### src/rtl/fmop_pkg.sv
// Shared types, constants and the sine table builder for the FM operator matrix.
`timescale 1ns / 1ps
package fmop_pkg;

    localparam int OP_SLOTS      = 6;
    localparam int OPERATORS_DEF = 6;
    localparam int SINE_BITS_DEF = 10;
    localparam int PHASE_W       = 24;
    localparam int SAMPLE_W      = 16;
    localparam int FIELD_W       = 10;
    localparam int FUND_W        = 16;
    localparam int BASE_W        = 24;
    localparam int ROUTE_W       = 36;
    localparam int CFG_W         = 64;
    localparam int ADDR_W        = 6;
    localparam int QUO_W         = 34;

    localparam logic [2:0] REG_BASE_STEP   = 3'd0;
    localparam logic [2:0] REG_FUNDAMENTAL = 3'd1;
    localparam logic [2:0] REG_RATIO       = 3'd2;
    localparam logic [2:0] REG_MOD_INDEX   = 3'd3;
    localparam logic [2:0] REG_LEVEL       = 3'd4;
    localparam logic [2:0] REG_ROUTING     = 3'd5;

    localparam logic [63:0] PI_HALF_Q30 = 64'd1686629713;

    typedef enum logic [3:0] {
        ST_IDLE,
        ST_MUL1,
        ST_MUL2,
        ST_NUM,
        ST_DIV,
        ST_PHASE,
        ST_SINE,
        ST_LEVEL,
        ST_DONE
    } t_state;

    // Commands from the controller to the datapath, one strobe per step.
    typedef struct packed {
        logic start;
        logic mul1;
        logic mul2;
        logic num;
        logic div_step;
        logic phase;
        logic sine;
        logic level;
        logic commit;
    } t_dp_cmd;

    // One sine table entry: Taylor series on the folded quarter wave, Q15 result.
    function automatic logic signed [15:0] sine_entry(input int bits, input int k);
        logic [63:0] quarter;
        logic [63:0] quad;
        logic [63:0] r;
        logic [63:0] x;
        logic [63:0] x2;
        logic [63:0] term;
        logic [63:0] sum;
        logic [63:0] mag;
        quarter = 64'd1 << (bits - 2);
        quad    = (64'(k) >> (bits - 2)) & 64'd3;
        r       = 64'(k) & (quarter - 64'd1);
        if (quad[0]) begin
            r = quarter - r;
        end
        x    = (PI_HALF_Q30 * r) >> (bits - 2);
        x2   = (x * x) >> 30;
        sum  = x;
        term = ((x * x2) >> 30) / 64'd6;
        sum  = sum - term;
        term = ((term * x2) >> 30) / 64'd20;
        sum  = sum + term;
        term = ((term * x2) >> 30) / 64'd42;
        sum  = sum - term;
        term = ((term * x2) >> 30) / 64'd72;
        sum  = sum + term;
        mag  = (sum + 64'd16384) >> 15;
        if (mag > 64'd32767) begin
            mag = 64'd32767;
        end
        sine_entry = quad[1] ? -$signed(16'(mag)) : $signed(16'(mag));
    endfunction

endpackage

### src/rtl/fmop_ctrl.sv
// Controller state machine that sequences the operators through the datapath.
`timescale 1ns / 1ps
module fmop_ctrl
    import fmop_pkg::*;
#(
    parameter int OPERATORS = OPERATORS_DEF,
    parameter int OP_W      = $clog2(OPERATORS)
) (
    input  logic            i_clk,
    input  logic            i_rst_n,
    input  logic            i_in_valid,
    output logic            o_in_stall,
    output logic            o_out_valid,
    input  logic            i_out_stall,
    output t_dp_cmd         o_cmd,
    output logic [OP_W-1:0] o_op
);

    localparam int CNT_W = $clog2(QUO_W);

    t_state           r_state;
    t_state           n_state;
    logic [OP_W-1:0]  r_op;
    logic [CNT_W-1:0] r_cnt;
    logic             r_out_valid;
    logic             w_last_op;
    logic             w_div_end;
    logic             w_out_free;

    assign w_last_op  = (r_op == OP_W'(OPERATORS - 1));
    assign w_div_end  = (r_cnt == CNT_W'(QUO_W - 1));
    assign w_out_free = !r_out_valid || !i_out_stall;

    // Next state.
    always_comb begin
        n_state = r_state;
        case (r_state)
            ST_IDLE: begin
                if (i_in_valid) begin
                    n_state = ST_MUL1;
                end
            end
            ST_MUL1:  n_state = ST_MUL2;
            ST_MUL2:  n_state = ST_NUM;
            ST_NUM:   n_state = ST_DIV;
            ST_DIV: begin
                if (w_div_end) begin
                    n_state = ST_PHASE;
                end
            end
            ST_PHASE: n_state = ST_SINE;
            ST_SINE:  n_state = ST_LEVEL;
            ST_LEVEL: n_state = w_last_op ? ST_DONE : ST_MUL1;
            ST_DONE: begin
                if (w_out_free) begin
                    n_state = ST_IDLE;
                end
            end
            default:  n_state = ST_IDLE;
        endcase
    end

    // Command strobes.
    always_comb begin
        o_cmd = '0;
        case (r_state)
            ST_IDLE:  o_cmd.start    = i_in_valid;
            ST_MUL1:  o_cmd.mul1     = 1'b1;
            ST_MUL2:  o_cmd.mul2     = 1'b1;
            ST_NUM:   o_cmd.num      = 1'b1;
            ST_DIV:   o_cmd.div_step = 1'b1;
            ST_PHASE: o_cmd.phase    = 1'b1;
            ST_SINE:  o_cmd.sine     = 1'b1;
            ST_LEVEL: o_cmd.level    = 1'b1;
            ST_DONE:  o_cmd.commit   = w_out_free;
            default:  o_cmd          = '0;
        endcase
    end

    // State, operator and divider counters, result valid flag.
    always_ff @(posedge i_clk) begin
        if (!i_rst_n) begin
            r_state     <= ST_IDLE;
            r_op        <= '0;
            r_cnt       <= '0;
            r_out_valid <= 1'b0;
        end else begin
            r_state <= n_state;
            if (r_state == ST_DIV) begin
                r_cnt <= w_div_end ? '0 : r_cnt + CNT_W'(1);
            end
            if (r_state == ST_LEVEL) begin
                r_op <= w_last_op ? '0 : r_op + OP_W'(1);
            end
            if (o_cmd.commit) begin
                r_out_valid <= 1'b1;
            end else if (r_out_valid && !i_out_stall) begin
                r_out_valid <= 1'b0;
            end
        end
    end

    assign o_in_stall  = (r_state != ST_IDLE);
    assign o_out_valid = r_out_valid;
    assign o_op        = r_op;

endmodule

### config.mk
export PLATFORM = sky130hd
export DESIGN_NAME = fmop_ctrl
export DESIGN_NICKNAME = d
export VERILOG_FILES = /design/src/rtl/fmop_pkg.sv /design/src/rtl/fmop_ctrl.sv
export SDC_FILE = /design/constraint.sdc
export NUM_CORES = 1
export LEC_CHECK = 0
export BUFFER_PORTS_ARGS = -buffer_cell sky130_fd_sc_hd__clkbuf_2
export CORE_MARGIN = 8
export CORE_UTILIZATION = 37
export CTS_BUF_LIST = sky130_fd_sc_hd__clkbuf_2 sky130_fd_sc_hd__clkbuf_4 sky130_fd_sc_hd__clkbuf_8
export DETAILED_ROUTE_END_ITERATION = 8
export PLACE_DENSITY = 0.68
export SYNTH_ARGS = -nofsm -noshare
export SYNTH_HDL_FRONTEND = slang
export SYNTH_SLANG_ARGS = --single-unit
### constraint.sdc
create_clock -name i_clk -period 4.94 [get_ports i_clk]
set_input_delay 1.482 -clock i_clk [delete_from_list [all_inputs] [get_ports i_clk]]
set_output_delay 1.482 -clock i_clk [all_outputs]
set_load 0.01 [all_outputs]
==> run metrics <==
Via Count 695; Final Cycle Share 67.8%; GRT Residual Overflow 0; Cell variety after synth 35; Crit Path Class in2out; initial antenna violation count 0; Final Max Tran Viols 0; first-pass GRT wire length 2.88 mm; die area 3670 µm²; pre-CTS setup slack 1.60 ns; Clk Latency, worst-skew pair about 0.29 ns; clock buffer depth 2; R2R Path Start r_state[2]; Die H 60.6 µm; slowest cell on the critical path clkbuf_2; crit path from i_out_stall; number of hold buffers added after cts 0; final hold violations 0; largest net degree at the start of global routing 15; xor/xnor share of the synthesized area 1.19%; hold_sp r_cnt[4]; Synth Instances 87; number of top-level pins 18; clock skew 0.00839 ns; adder-cell share of the synthesized area 3.40%; number of port buffers 17; Num Clock Sinks 14; top cells by instance count after synthesis dfxtp_1 (14), nand2_1 (8), nand2b_1 (6), nor2_1 (6), inv_1 (5); complex-gate fraction of the synthesized area 19.2%; post-synthesis sequential area ratio 38.1%; hold_ws 0.497 ns; DRC 0; total power around 0.25 mW; setup repair bufs after CTS 0; Mapped Area 736 µm²; Setup Total Neg Slack 0 ns; fmax 298 MHz; Synthesized Nets 93; worst setup margin between 1.5 and 2 ns; Inst Count DP 128; Worst Tran Pin Value 0.506 ns; area leader, netlist dfxtp_1; TritonCTS clock tree done; htree depth 1; RePlAce Congestion 0.752; FF+latch count, synth 14; Placed Area 832 µm²; Setup-failing EPs final 0; worst-case vdd ir drop 164 µV; Yosys warning count 0; Worst Hold Class reg2reg; minimum clock period 3.35 ns; crit end category output port; Async SR Flop Fraction 0%; Final nets 112; Util after Layout 45.2%; fin cells between 100 and 150; layout cells sized above 1 22.9%; critical path data arrival time about 1.9 ns; CORE AREA 1920 µm²; largest family of logic cells by synthesized area simple AND/OR/NAND/NOR gates; Initial Util 38.3%; Psw 0.0681 mW; Num CTS Buffers 3; CP Data Required Time between 3 and 4 ns; Antenna Cells 0; PD cells 283 nW/µm²; outcome completed; antenna-violating nets left 0; switch share 27.7%; Pint roughly 0.18 mW; Post-synth EDFFs 0; gr usage total 10.4%; Final Cell Area a little under 900 µm²; Clk pwr share a little over a third; sequential group share of total power 51.6%; combinational group share of total power between 10% and 20%; WL final 1.60 mm; clock-pin slew on the worst setup and hold paths ~0.08 ns; Avg Cell Area, Syn 8.46 µm²; CP max FO 2; Die W ~61 µm; vias per cell 5.27; Syn-to-layout area delta 18.0%; reg2reg setup slack 3.13 ns; crit-path max cell delay 0.15 ns; Synth top area share 38.1%; critical path cell sequence clkbuf_2 -> a21oi_1 -> clkbuf_2; DP HPWL ~1.2 mm; most frequent cell after synthesis dfxtp_1; num rows 16; RSZ-0062 raised after global routing no; clock root cell clkbuf_4; leakage 0.357 nW; 1st-pass router iterations 4; simple-gate portion of the synthesized area 31.1%; Most common cell on crit path clkbuf_2; Startpoint Class input port; Slew Limit Headroom 65.8%; max-cap violations 0; DR iter-0 viols 17; ys flop type dfxtp_1; WL/cell 12.1 µm; mux contribution to synthesized area 1.36%; PostCTS Resize Cnt 0; synth top area cells dfxtp_1 (38%), nand2b_1 (5.1%), a21boi_0 (4.1%), nand2_1 (4.1%), ha_1 (3.4%); vias in the first global route 647
## kinds of logic (layout without fill, tap and decap cells)
group,after synthesis,after routing
XOR/XNOR,1,1
buffers and inverters,8,26
AO/OA/AOI/OAI,21,21
multiplexers,1,1
adder cells (fa/ha/maj),2,2
flip-flops,14,14
AND/OR/NAND/NOR,40,40
## layer usage
metal / global-route usage, % / up-vias / wire [µm]
li1: - / 355 / -
met1: 12.8 / 322 / 773
met2: 15.5 / 13 / 711
met3: 1.27 / 5 / 56
met4: 8.97 / 0 / 61
met5: 0 / - / 0
## power by group through the flow
| stage | clock network (mW) | registers (mW) | logic [mW] |
|---|---|---|---|
| finish | 0.0860 | 0.127 | 0.0327 |
| global route | 0.0917 | 0.128 | 0.0376 |
| detailed placement | 0 | 0.129 | 0.0332 |
| global placement | 0 | 0.129 | 0.0318 |
| CTS | 0.0894 | 0.126 | 0.0333 |
| floorplan | 0 | 0.126 | 0.0241 |
## cells in the final DEF, fill, tap and decap left out, drive strengths merged, types with 2 or more instances in the layout
master	instances
clkbuf	21
dfxtp	14
nand2	8
nand2b	6
nor2	6
inv	5
a21oi	4
o21ai	4
a21boi	4
nand3	4
nor3	3
nand4b	2
or4	2
o211ai	2
ha	2
or4b	2
## critical path, delay by kind of cell
family          cells  cell delay (ns)
buf+inv             2             0.24
compound gates      1             0.14
## final timing paths
path	to	cells after the start
worst min-delay path	r_cnt[4]	2
worst max register to register	r_cnt[5]	3
worst max-delay path	o_cmd[0]	3
worst min register to register	r_cnt[4]	2
## final cells by class
cell class,count,area [µm²]
Multi-Input combinational cell,65,414
Inverter,5,18.8
Tap cell,27,33.8
Fill cell,201,1050
Timing Repair Buffer,17,85.1
Sequential cell,14,280
Clock buffer,4,36.3
## flip-flops by register name, summed over array words and instances (netlist names)
| signal | flops |
|---|---|
| r_cnt | 6 |
| r_state | 4 |
| o_op | 3 |
| o_out_valid | 1 |
(Power assumes the default switching activity.)
